===== config.mk =====
export PLATFORM = sky130hd
export DESIGN_NAME = timed_event_min_heap_top
export DESIGN_NICKNAME = d
export VERILOG_FILES = /design/src/rtl/tehp_pkg.sv /design/src/rtl/timed_event_min_heap_top.sv /design/src/rtl/tehp_ram.sv
export VERILOG_INCLUDE_DIRS = /design/src /design/src/rtl
export SDC_FILE = /design/constraint.sdc
export NUM_CORES = 2
export LEC_CHECK = 0
export BUFFER_PORTS_ARGS = -buffer_cell sky130_fd_sc_hd__buf_4
export CAP_MARGIN = 25
export CORE_UTILIZATION = 40
export DETAILED_ROUTE_END_ITERATION = 6
export PLACE_DENSITY = 0.63
export SYNTH_ARGS = -nofsm -noshare
export SYNTH_HDL_FRONTEND = slang
export SYNTH_SLANG_ARGS = --single-unit

===== constraint.sdc =====
create_clock -name i_clk -period 31.2 [get_ports i_clk]
set_input_delay 6.24 -clock i_clk [delete_from_list [all_inputs] [get_ports i_clk]]
set_output_delay 6.24 -clock i_clk [all_outputs]
set_load 0.02 [all_outputs]

===== src/rtl/assert_macros.svh =====
// ----------------------------------------------------------------------------
// assert_macros.svh
// assertion helpers used by timed_event_min_heap_top, empty when SYNTH is set
// ----------------------------------------------------------------------------
`ifndef ASSERT_MACROS_SVH
`define ASSERT_MACROS_SVH

`ifndef SYNTH
// expression holds at every clock edge out of reset
`define ASSERT_ALWAYS(label, clk, rst_n, expr) \
    label: assert property (@(posedge clk) disable iff (!rst_n) (expr)) \
        else $error("assertion failed");
// antecedent implies consequent in the same cycle
`define ASSERT_IMPLY(label, clk, rst_n, ante, cons) \
    label: assert property (@(posedge clk) disable iff (!rst_n) (ante) |-> (cons)) \
        else $error("assertion failed");
`else
`define ASSERT_ALWAYS(label, clk, rst_n, expr)
`define ASSERT_IMPLY(label, clk, rst_n, ante, cons)
`endif

`endif


===== src/rtl/tehp_pkg.sv =====
// ----------------------------------------------------------------------------
// tehp_pkg
// shared types and constants of the timed event heap
// ----------------------------------------------------------------------------
package tehp_pkg;

    localparam int TIME_W    = 64;
    localparam int ID_PORT_W = 8;
    localparam int MAX_OUT   = 32;
    localparam int OUT_CNT_W = 6;

    typedef enum logic [2:0] {
        CMD_INSERT   = 3'd0,
        CMD_POP      = 3'd1,
        CMD_REMOVE   = 3'd2,
        CMD_RESCHED  = 3'd3,
        CMD_CHANGE   = 3'd4,
        CMD_DELAY    = 3'd5,
        CMD_HASTEN   = 3'd6,
        CMD_RUN_DUE  = 3'd7
    } t_cmd;

    typedef enum logic [2:0] {
        ST_OK        = 3'd0,
        ST_EMPTY     = 3'd1,
        ST_NOT_FOUND = 3'd2,
        ST_FULL      = 3'd3,
        ST_NONE_DUE  = 3'd4
    } t_status;

    typedef enum logic [4:0] {
        S_IDLE,
        S_FIND_RD,
        S_FIND_CK,
        S_DISPATCH,
        S_INS,
        S_UP_RD,
        S_UP_CK,
        S_DN_RD0,
        S_DN_RD1,
        S_DN_CK,
        S_DN_MV,
        S_POP_RD,
        S_POP_LAST,
        S_POP_ELEM,
        S_REM_RD,
        S_REM_GO,
        S_DUE_RD,
        S_DUE_CK,
        S_EMIT
    } t_state;

endpackage


===== src/rtl/timed_event_min_heap_top.sv =====
// ----------------------------------------------------------------------------
// timed_event_min_heap_top
// binary min-heap event queue driven by a small sequencer over one slot ram
// ----------------------------------------------------------------------------
// Usage: one command beat enters on the in channel (i_in_valid/o_in_ready)
// and one or more result beats leave on the out channel (o_out_valid/
// i_out_ready); o_last marks the final result of a command. Run-due gives up
// to 32 results, every other command gives exactly one.
// The sequencer works on one command at a time and o_in_ready is high only
// while it is idle. Every heap step goes through the single slot ram
// (one read or write a cycle) and one shared 64-bit comparator: insert
// climbs the heap level by level, pop descends it level by level, and id
// searches step through the stored entries one by one. Run-due pops and
// re-sifts the heap for every event it emits, up to 32 events.
// Results sit in an output register; the sequencer goes back to idle as soon
// as the final result is loaded, and a stalled receiver only holds the
// sequencer when a further result has to be loaded.
// Reset empties the heap (count to zero) and drops any pending result; the
// slot contents are not cleared, slots beyond the count are never read.
// ----------------------------------------------------------------------------
`include "assert_macros.svh"

module timed_event_min_heap_top #(
    parameter int CAPACITY = 32,
    parameter int ID_BITS  = 8
) (
    input  logic                      i_clk,
    input  logic                      i_rst_n,
    input  logic                      i_in_valid,
    output logic                      o_in_ready,
    input  logic [2:0]                i_cmd,
    input  logic [7:0]                i_event_id,
    input  logic [tehp_pkg::TIME_W-1:0] i_time_value,
    input  logic [tehp_pkg::TIME_W-1:0] i_event_time_in,
    input  logic [tehp_pkg::TIME_W-1:0] i_now_time,
    output logic                      o_out_valid,
    input  logic                      i_out_ready,
    output logic [7:0]                o_out_event_id,
    output logic [tehp_pkg::TIME_W-1:0] o_event_time,
    output logic [2:0]                o_status,
    output logic                      o_last
);

    import tehp_pkg::*;

    localparam int IDX_W = $clog2(CAPACITY);
    localparam int CNT_W = $clog2(CAPACITY + 1);
    localparam int CW    = IDX_W + 2;
    localparam int EW    = ID_BITS + TIME_W;

    // state and registers
    t_state               r_state, n_state;
    t_cmd                 r_cmd, n_cmd;
    logic [ID_BITS-1:0]   r_id, n_id;
    logic [TIME_W-1:0]    r_time, n_time;
    logic [TIME_W-1:0]    r_old, n_old;
    logic [TIME_W-1:0]    r_now, n_now;
    logic [CNT_W-1:0]     r_cnt, n_cnt;
    logic [CNT_W-1:0]     r_scan, n_scan;
    logic                 r_found, n_found;
    logic [TIME_W-1:0]    r_ftime, n_ftime;
    logic [EW-1:0]        r_elem, n_elem;
    logic [IDX_W-1:0]     r_i, n_i;
    logic                 r_resift, n_resift;
    logic                 r_inserted, n_inserted;
    logic [EW-1:0]        r_ca, n_ca;
    logic                 r_two, n_two;
    logic [EW-1:0]        r_child, n_child;
    logic [IDX_W-1:0]     r_ci, n_ci;
    logic [ID_BITS-1:0]   r_res_id, n_res_id;
    logic [TIME_W-1:0]    r_res_time, n_res_time;
    t_status              r_res_st, n_res_st;
    logic [OUT_CNT_W-1:0] r_n, n_n;
    logic                 r_o_valid, n_o_valid;
    logic [7:0]           r_o_id, n_o_id;
    logic [TIME_W-1:0]    r_o_time, n_o_time;
    t_status              r_o_st, n_o_st;
    logic                 r_o_last, n_o_last;

    // ram port
    logic                 ram_we, ram_re;
    logic [IDX_W-1:0]     ram_waddr, ram_raddr;
    logic [EW-1:0]        ram_wdata, rd;

    // shared signals
    logic [TIME_W-1:0]    rd_t, cmp_a, cmp_b;
    logic [ID_BITS-1:0]   rd_id;
    logic                 lt, can_emit, c_ge, c1_lt, full, rem_inside, due_stop;
    logic [CW-1:0]        c_ext, c1_ext, cnt_ext;
    logic [IDX_W-1:0]     parent, c_idx, c1_idx, last_idx;
    logic [TIME_W-1:0]    base_t, new_t;
    logic [TIME_W:0]      sum_t, diff_t;
    t_state               done_next;

    tehp_ram #(
        .DEPTH (CAPACITY),
        .WIDTH (EW)
    ) u_ram (
        .i_clk   (i_clk),
        .i_we    (ram_we),
        .i_waddr (ram_waddr),
        .i_wdata (ram_wdata),
        .i_re    (ram_re),
        .i_raddr (ram_raddr),
        .o_rdata (rd)
    );

    assign rd_t  = rd[TIME_W-1:0];
    assign rd_id = rd[EW-1:TIME_W];

    // index arithmetic
    assign parent     = IDX_W'((r_i - 1'b1) >> 1);
    assign c_ext      = CW'({r_i, 1'b1});
    assign c1_ext     = c_ext + 1'b1;
    assign cnt_ext    = CW'(r_cnt);
    assign c_ge       = (c_ext >= cnt_ext);
    assign c1_lt      = (c1_ext < cnt_ext);
    assign c_idx      = c_ext[IDX_W-1:0];
    assign c1_idx     = c1_ext[IDX_W-1:0];
    assign last_idx   = IDX_W'(r_cnt - 1'b1);
    assign full       = (r_cnt == CNT_W'(CAPACITY));
    assign rem_inside = (CNT_W'(r_i) < r_cnt);
    assign due_stop   = (r_n == OUT_CNT_W'(MAX_OUT)) || (r_cnt == '0);
    assign can_emit   = !r_o_valid || i_out_ready;

    // shared comparator operand select
    always_comb begin
        cmp_a = r_elem[TIME_W-1:0];
        cmp_b = rd_t;
        case (r_state)
            S_DN_CK: begin
                cmp_a = rd_t;
                cmp_b = r_ca[TIME_W-1:0];
            end
            S_DN_MV: begin
                cmp_a = r_child[TIME_W-1:0];
                cmp_b = r_elem[TIME_W-1:0];
            end
            S_DUE_CK: begin
                cmp_a = rd_t;
                cmp_b = r_now;
            end
            default: begin
                cmp_a = r_elem[TIME_W-1:0];
                cmp_b = rd_t;
            end
        endcase
    end
    assign lt = (cmp_a < cmp_b);

    // new time for change, delay (saturating) and hasten (floored at zero)
    assign base_t = r_found ? r_ftime : r_old;
    assign sum_t  = {1'b0, base_t} + {1'b0, r_time};
    assign diff_t = {1'b0, base_t} - {1'b0, r_time};
    always_comb begin
        case (r_cmd)
            CMD_DELAY:  new_t = sum_t[TIME_W] ? {TIME_W{1'b1}} : sum_t[TIME_W-1:0];
            CMD_HASTEN: new_t = diff_t[TIME_W] ? '0 : diff_t[TIME_W-1:0];
            default:    new_t = r_time;
        endcase
    end

    // where a finished sift leads
    always_comb begin
        if (r_cmd == CMD_RESCHED && !r_inserted) begin
            done_next = S_INS;
        end else if (r_cmd == CMD_RUN_DUE) begin
            done_next = S_DUE_RD;
        end else begin
            done_next = S_EMIT;
        end
    end

    // next state
    always_comb begin
        n_state = r_state;
        case (r_state)
            S_IDLE: begin
                if (i_in_valid) begin
                    case (t_cmd'(i_cmd))
                        CMD_INSERT:  n_state = S_INS;
                        CMD_POP:     n_state = (r_cnt == '0) ? S_EMIT : S_POP_RD;
                        CMD_RUN_DUE: n_state = S_DUE_RD;
                        default:     n_state = S_FIND_RD;
                    endcase
                end
            end
            S_FIND_RD:  n_state = (r_scan == r_cnt) ? S_DISPATCH : S_FIND_CK;
            S_FIND_CK:  n_state = (rd_id == r_id) ? S_DISPATCH : S_FIND_RD;
            S_DISPATCH: begin
                case (r_cmd)
                    CMD_REMOVE:  n_state = r_found ? S_REM_RD : S_EMIT;
                    CMD_RESCHED: n_state = r_found ? S_REM_RD : S_INS;
                    default:     n_state = r_found ? S_UP_RD : S_INS;
                endcase
            end
            S_INS:      n_state = full ? done_next : S_UP_RD;
            S_UP_RD: begin
                if (r_i == '0) begin
                    n_state = r_resift ? S_DN_RD0 : done_next;
                end else begin
                    n_state = S_UP_CK;
                end
            end
            S_UP_CK: begin
                if (lt) begin
                    n_state = S_UP_RD;
                end else begin
                    n_state = r_resift ? S_DN_RD0 : done_next;
                end
            end
            S_DN_RD0:   n_state = c_ge ? done_next : S_DN_RD1;
            S_DN_RD1:   n_state = S_DN_CK;
            S_DN_CK:    n_state = S_DN_MV;
            S_DN_MV:    n_state = lt ? S_DN_RD0 : done_next;
            S_POP_RD:   n_state = S_POP_LAST;
            S_POP_LAST: n_state = S_POP_ELEM;
            S_POP_ELEM: n_state = S_DN_RD0;
            S_REM_RD:   n_state = S_REM_GO;
            S_REM_GO:   n_state = rem_inside ? S_UP_RD : done_next;
            S_DUE_RD:   n_state = due_stop ? S_EMIT : S_DUE_CK;
            S_DUE_CK: begin
                if (!lt) begin
                    n_state = S_EMIT;
                end else if (r_n == '0 || can_emit) begin
                    n_state = S_POP_ELEM;
                end
            end
            S_EMIT:     n_state = can_emit ? S_IDLE : S_EMIT;
            default:    n_state = S_IDLE;
        endcase
    end

    // datapath, ram control and result loading
    always_comb begin
        n_cmd      = r_cmd;
        n_id       = r_id;
        n_time     = r_time;
        n_old      = r_old;
        n_now      = r_now;
        n_cnt      = r_cnt;
        n_scan     = r_scan;
        n_found    = r_found;
        n_ftime    = r_ftime;
        n_elem     = r_elem;
        n_i        = r_i;
        n_resift   = r_resift;
        n_inserted = r_inserted;
        n_ca       = r_ca;
        n_two      = r_two;
        n_child    = r_child;
        n_ci       = r_ci;
        n_res_id   = r_res_id;
        n_res_time = r_res_time;
        n_res_st   = r_res_st;
        n_n        = r_n;
        n_o_valid  = r_o_valid && !i_out_ready;
        n_o_id     = r_o_id;
        n_o_time   = r_o_time;
        n_o_st     = r_o_st;
        n_o_last   = r_o_last;
        ram_we     = 1'b0;
        ram_waddr  = r_i;
        ram_wdata  = r_elem;
        ram_re     = 1'b0;
        ram_raddr  = '0;
        case (r_state)
            S_IDLE: begin
                if (i_in_valid) begin
                    n_cmd      = t_cmd'(i_cmd);
                    n_id       = ID_BITS'(i_event_id);
                    n_time     = i_time_value;
                    n_old      = i_event_time_in;
                    n_now      = i_now_time;
                    n_scan     = '0;
                    n_found    = 1'b0;
                    n_inserted = 1'b0;
                    n_n        = '0;
                    n_res_id   = '0;
                    n_res_time = '0;
                    n_res_st   = ST_EMPTY;
                end
            end
            S_FIND_RD: begin
                if (r_scan != r_cnt) begin
                    ram_re    = 1'b1;
                    ram_raddr = r_scan[IDX_W-1:0];
                end
            end
            S_FIND_CK: begin
                if (rd_id == r_id) begin
                    n_found = 1'b1;
                    n_i     = r_scan[IDX_W-1:0];
                    n_ftime = rd_t;
                end else begin
                    n_scan = r_scan + 1'b1;
                end
            end
            S_DISPATCH: begin
                case (r_cmd)
                    CMD_REMOVE: begin
                        n_res_id   = r_id;
                        n_res_time = r_found ? r_ftime : '0;
                        n_res_st   = r_found ? ST_OK : ST_NOT_FOUND;
                    end
                    CMD_RESCHED: begin
                        n_res_id = r_id;
                    end
                    default: begin
                        n_time = new_t;
                        if (r_found) begin
                            n_elem     = {r_id, new_t};
                            n_resift   = 1'b1;
                            n_res_id   = r_id;
                            n_res_time = new_t;
                            n_res_st   = ST_OK;
                        end
                    end
                endcase
            end
            S_INS: begin
                n_inserted = 1'b1;
                n_res_id   = r_id;
                n_res_time = r_time;
                if (full) begin
                    n_res_st = ST_FULL;
                end else begin
                    n_res_st = ST_OK;
                    n_elem   = {r_id, r_time};
                    n_i      = IDX_W'(r_cnt);
                    n_cnt    = r_cnt + 1'b1;
                    n_resift = 1'b0;
                end
            end
            S_UP_RD: begin
                if (r_i == '0) begin
                    ram_we = !r_resift;
                end else begin
                    ram_re    = 1'b1;
                    ram_raddr = parent;
                end
            end
            S_UP_CK: begin
                if (lt) begin
                    // parent moves down into the hole
                    ram_we    = 1'b1;
                    ram_wdata = rd;
                    n_i       = parent;
                    n_resift  = 1'b0;
                end else begin
                    ram_we = !r_resift;
                end
            end
            S_DN_RD0: begin
                if (c_ge) begin
                    ram_we = 1'b1;
                end else begin
                    ram_re    = 1'b1;
                    ram_raddr = c_idx;
                end
            end
            S_DN_RD1: begin
                n_ca  = rd;
                n_two = c1_lt;
                if (c1_lt) begin
                    ram_re    = 1'b1;
                    ram_raddr = c1_idx;
                end
            end
            S_DN_CK: begin
                // right child only when strictly earlier than the left
                if (r_two && lt) begin
                    n_child = rd;
                    n_ci    = c1_idx;
                end else begin
                    n_child = r_ca;
                    n_ci    = c_idx;
                end
            end
            S_DN_MV: begin
                ram_we = 1'b1;
                if (lt) begin
                    ram_wdata = r_child;
                    n_i       = r_ci;
                end
            end
            S_POP_RD: begin
                ram_re    = 1'b1;
                ram_raddr = '0;
            end
            S_POP_LAST: begin
                n_res_id   = rd_id;
                n_res_time = rd_t;
                n_res_st   = ST_OK;
                ram_re     = 1'b1;
                ram_raddr  = last_idx;
                n_cnt      = r_cnt - 1'b1;
            end
            S_POP_ELEM: begin
                n_elem   = rd;
                n_i      = '0;
                n_resift = 1'b0;
            end
            S_REM_RD: begin
                ram_re    = 1'b1;
                ram_raddr = last_idx;
                n_cnt     = r_cnt - 1'b1;
            end
            S_REM_GO: begin
                n_elem   = rd;
                n_resift = 1'b1;
            end
            S_DUE_RD: begin
                if (!due_stop) begin
                    ram_re    = 1'b1;
                    ram_raddr = '0;
                end else if (r_n == '0) begin
                    n_res_st = ST_NONE_DUE;
                end
            end
            S_DUE_CK: begin
                if (!lt) begin
                    if (r_n == '0) begin
                        n_res_st = ST_NONE_DUE;
                    end
                end else if (r_n == '0 || can_emit) begin
                    // earlier due event goes out, this one becomes pending
                    if (r_n != '0) begin
                        n_o_valid = 1'b1;
                        n_o_id    = ID_PORT_W'(r_res_id);
                        n_o_time  = r_res_time;
                        n_o_st    = r_res_st;
                        n_o_last  = 1'b0;
                    end
                    n_res_id   = rd_id;
                    n_res_time = rd_t;
                    n_res_st   = ST_OK;
                    n_n        = r_n + 1'b1;
                    n_cnt      = r_cnt - 1'b1;
                    ram_re     = 1'b1;
                    ram_raddr  = last_idx;
                end
            end
            S_EMIT: begin
                if (can_emit) begin
                    n_o_valid = 1'b1;
                    n_o_id    = ID_PORT_W'(r_res_id);
                    n_o_time  = r_res_time;
                    n_o_st    = r_res_st;
                    n_o_last  = 1'b1;
                end
            end
            default: begin
                ram_we = 1'b0;
            end
        endcase
    end

    // control registers
    always_ff @(posedge i_clk) begin
        if (!i_rst_n) begin
            r_state   <= S_IDLE;
            r_cnt     <= '0;
            r_o_valid <= 1'b0;
        end else begin
            r_state   <= n_state;
            r_cnt     <= n_cnt;
            r_o_valid <= n_o_valid;
        end
    end

    // payload registers
    always_ff @(posedge i_clk) begin
        r_cmd      <= n_cmd;
        r_id       <= n_id;
        r_time     <= n_time;
        r_old      <= n_old;
        r_now      <= n_now;
        r_scan     <= n_scan;
        r_found    <= n_found;
        r_ftime    <= n_ftime;
        r_elem     <= n_elem;
        r_i        <= n_i;
        r_resift   <= n_resift;
        r_inserted <= n_inserted;
        r_ca       <= n_ca;
        r_two      <= n_two;
        r_child    <= n_child;
        r_ci       <= n_ci;
        r_res_id   <= n_res_id;
        r_res_time <= n_res_time;
        r_res_st   <= n_res_st;
        r_n        <= n_n;
        r_o_id     <= n_o_id;
        r_o_time   <= n_o_time;
        r_o_st     <= n_o_st;
        r_o_last   <= n_o_last;
    end

    // ports
    assign o_in_ready     = (r_state == S_IDLE);
    assign o_out_valid    = r_o_valid;
    assign o_out_event_id = r_o_id;
    assign o_event_time   = r_o_time;
    assign o_status       = r_o_st;
    assign o_last         = r_o_last;

    // checks
    `ASSERT_ALWAYS(a_cnt_cap, i_clk, i_rst_n, r_cnt <= CNT_W'(CAPACITY))
    `ASSERT_ALWAYS(a_cnt_step, i_clk, i_rst_n, $past(r_cnt) == r_cnt || r_cnt == $past(r_cnt) + 1'b1 || r_cnt + 1'b1 == $past(r_cnt))
    `ASSERT_IMPLY(a_no_overwrite, i_clk, i_rst_n, r_state == S_EMIT && r_o_valid && !i_out_ready, n_state == S_EMIT)
    `ASSERT_IMPLY(a_run_limit, i_clk, i_rst_n, r_cmd == CMD_RUN_DUE && r_state != S_IDLE, r_n <= OUT_CNT_W'(MAX_OUT))

endmodule


===== src/rtl/tehp_ram.sv =====
// ----------------------------------------------------------------------------
// tehp_ram
// heap slot storage, one write port and one registered read port
// ----------------------------------------------------------------------------
module tehp_ram #(
    parameter int DEPTH = 32,
    parameter int WIDTH = 72
) (
    input  logic                     i_clk,
    input  logic                     i_we,
    input  logic [$clog2(DEPTH)-1:0] i_waddr,
    input  logic [WIDTH-1:0]         i_wdata,
    input  logic                     i_re,
    input  logic [$clog2(DEPTH)-1:0] i_raddr,
    output logic [WIDTH-1:0]         o_rdata
);

    logic [WIDTH-1:0] r_mem [DEPTH];
    logic [WIDTH-1:0] r_rdata;

    // write port
    always_ff @(posedge i_clk) begin
        if (i_we) begin
            r_mem[i_waddr] <= i_wdata;
        end
    end

    // registered read port, holds when not enabled
    always_ff @(posedge i_clk) begin
        if (i_re) begin
            r_rdata <= r_mem[i_raddr];
        end
    end

    assign o_rdata = r_rdata;

endmodule

==> results by group <==
Global routing
  • GRT overflow: 0
  • Largest net degree at the start of global routing: 179
  • GRT Total Usage: 25.9%
  • Number of global-route vias before repair: 87000
  • Antenna violations before repair: 39
  • First-pass GRT wire length: 628000 um

Synth
  • Synthesized cell area: 132000 sq um
  • Syn avg cell area: 12.9 sq um
  • FFs w/ async S/R, synth: 0%
  • Ys flop type: edfxtp_1
  • EDFF count, synth: 3036
  • Ys Warns: 0
  • Post-synthesis sequential area ratio: 69.2%
  • Synth cell types: 99
  • Post-synthesis net count: 10700
  • FF+latch count, synth: 3048
  • Gate Count Post-Synth: 10300

Status
  • Failing checks: DRC
  • Status: finished with violations

Power and ir drop
  • Power Internal: 8.44 mW
  • Sw power: 4.87 mW
  • Sequential share of power: 41.2%
  • Power share of the combinational group: 30.7%
  • Cell Pwr Density: 88.6 nW/um^2
  • Clk network pwr share: 28.1%
  • Leak: 50.4 nW
  • Switching portion of total power: 36.6%
  • Peak VDD IR: 0.0000554 V

Timing
  • Finish-stage setup viols: 0
  • Max Clock Skew: 0.0723 ns
  • Final hold vios: 0
  • Setup TNS: 0 ns
  • Max_slew headroom: 21.2%
  • RSZ-0062 raised after global routing: no
  • Slew at the pin closest to its max-slew limit: 1.18 ns
  • Final Cycle Share: 38.0%
  • Fmax: 84.4 MHz
  • Slew Viols, Final: 0
  • Tmin final: 11.86 ns

Worst setup path
  • CP Class: register to register
  • Critical path endpoint category: register
  • Worst setup path start: r_state[0]
  • Critical Path Source Type: register
  • CP required: 31.81 ns
  • CP arrival: 12.47 ns
  • FF-to-FF Start: r_state[0]
  • CP Max Fanout: 172

Floorplan
  • Die Ht: 577 um
  • Core Box Area: 328000 sq um
  • Initial Utilization: 40.3%
  • Num rows: 210
  • Die width: 577 um
  • # IOs: 285
  • Die area: 333000 sq um

CTS
  • CTS max path bufs: 4
  • CTS Buf Count: 323
  • Later-pin clock latency in the skew report: 0.94 ns
  • Resized cells post-CTS: 0
  • CTS tree: built
  • Clk sinks: 3048
  • H-tree Lvls: 5
  • Clock root cell: clkbuf_16
  • # Post-CTS Setup Buffers: 0
  • Post-CTS Hold Buffers: 0
  • Clk slew on worst S/H paths: 0.06 ns

Final layout
  • Net count, final: 10900
  • Post-Layout Inst Area: 150000 sq um
  • Proportion of layout cells with a drive suffix above 1: 12.3%
  • Commonest cells after routing, fill and taps aside: edfxtp_1, nand2_1, nand3_1, buf_4, clkbuf_16
  • Post-layout util: 45.8%
  • P&R area growth vs syn: 13.7%
  • Commonest non-fill, non-tap cell in the layout: edfxtp_1

Drt
  • Number of routed nets with antenna violations: 0
  • WL/cell: 29.4 um
  • Detailed-route DRC error count: 5
  • Routed wire length: 444000 um
  • Post-DR vias/cell: 6.09
  • Iter 0 DRT Violations: 13100
  • Via count: 91900
  • First-pass detailed-route iteration total: 7

Place
  • Post-DP HPWL: 260000 um
  • Placed cell area: 140000 sq um
  • Port Buf Inserts: 284
  • GP Congestion: 0.934

Min path
  • Hold path start: r_res_time[4]
  • Hold crit path type: register to register

Run
  • MaxCap Viol Count: 0
## path summary, 6_finish.rpt
path	end	slack, ns	cells after the start
worst max-delay path	u_ram.o_rdata[53]	19.34	23
worst min-delay path	o_event_time[4]	0.42	0
worst max register to register	u_ram.o_rdata[53]	19.34	23
worst min register to register	o_event_time[4]	0.42	0
## final cells by class
type	count	area [sq um]
clock buffers	386	8400
flip-flops and latches	3048	91400
diodes	14	35.0
clock inverters	188	1680
multi-input cells	6392	38100
inverters	171	647
repair buffers	548	4560
fillers	28800	178000
well taps	4346	5440
## logic make-up (layout without fill, tap and decap cells)
group                    Yosys count  in the layout  synth area share [%]
XOR/XNOR                         146            146                 0.968
multiplexers                     363            363                  2.91
AND/OR/NAND/NOR                 3905           3905                  12.9
adder cells (fa/ha/maj)          216            216                  2.06
buffers and inverters            828           1293                  2.60
AO/OA/AOI/OAI                   1762           1762                  9.37
flip-flops                      3048           3048                  69.2
other                              0             14                     0
## synthesized netlist by cell type (83+ instances only)
| library cell | n | area [sq um] |
|---|---|---|
| inv_1 | 167 | 627 |
| mux2i_1 | 219 | 2190 |
| clkbuf_1 | 390 | 1460 |
| buf_2 | 177 | 886 |
| nand4_1 | 320 | 2000 |
| a31oi_1 | 94 | 588 |
| edfxtp_1 | 3036 | 91200 |
| and3_1 | 83 | 519 |
| nand2_1 | 2371 | 8900 |
| nand3_1 | 681 | 3410 |
| nor2_1 | 241 | 905 |
| a21oi_1 | 313 | 1570 |
| a22oi_1 | 191 | 1430 |
| o21ai_0 | 356 | 1780 |
| mux2_2 | 140 | 1580 |
| ha_1 | 214 | 2680 |
| a32oi_1 | 218 | 1910 |
| xnor2_1 | 126 | 1100 |
## stage by stage
stage	power, mW	instances	hold WS (ns)	worst slack (ns)
final	13.3	15100	0.417	19.34
after global routing	13.8	15100	0.422	18.97
after CTS	13.2	15100	0.417	19.47
after detailed placement	9.51	14500	0.405	18.95
after global placement	9.48	14500	0.402	19.06
after floorplan	7.95	10300	0.400	13.82
## metal layers
layer / share of wire [%] / vias up / track usage, %
li1: - / 39300 / -
met3: 11 / 741 / 4.55
met4: 3.3 / 4 / 8.79
met5: 0.0059 / - / 0
met2: 46 / 5521 / 41.2
met1: 40 / 46300 / 35.7
## registers in the layout (all words and copies together) (netlist names), 8 cells and up
| name | cells |
|---|---|
| r_now | 64 |
| r_ca | 72 |
| r_child | 72 |
| r_res_time | 64 |
| r_time | 64 |
| o_out_event_id | 8 |
| r_res_id | 8 |
| r_id | 8 |
| r_elem | 72 |
| o_event_time | 64 |
| u_ram.r_mem | 2304 |
| u_ram.o_rdata | 72 |
| r_old | 64 |
| r_ftime | 64 |
## power groups by stage
stage          registers (mW)  clock network (mW)  logic, mW
2_1_floorplan            5.35                   0       2.60
3_3_place_gp             5.54                   0       3.94
3_5_place_dp             5.54                   0       3.97
4_1_cts                  5.46                3.78       4.00
5_1_grt                  5.49                3.93       4.37
6_report                 5.49                3.74       4.09
## worst max-delay path, cell delays in order, from the launching register on
cell	delay, ns
dfxtp_1	0.92
nand2b_2	0.34
nor2_4	0.80
buf_4	0.75
buf_4	0.71
a222oi_1	0.18
a21boi_0	0.20
ha_1	0.35
a21o_1	0.16
a21o_1	0.17
a21oi_1	0.24
o21ai_0	0.20
a21oi_1	0.76
nand2_8	0.52
o31ai_4	0.35
buf_4	0.65
buf_12	0.65
buf_12	0.55
buf_4	0.87
buf_4	0.75
mux2i_1	0.28
a32oi_1	0.09
nand4_1	0.17
nand4_1	0.10
No activity file was read; power rests on OpenSTA's default activity.
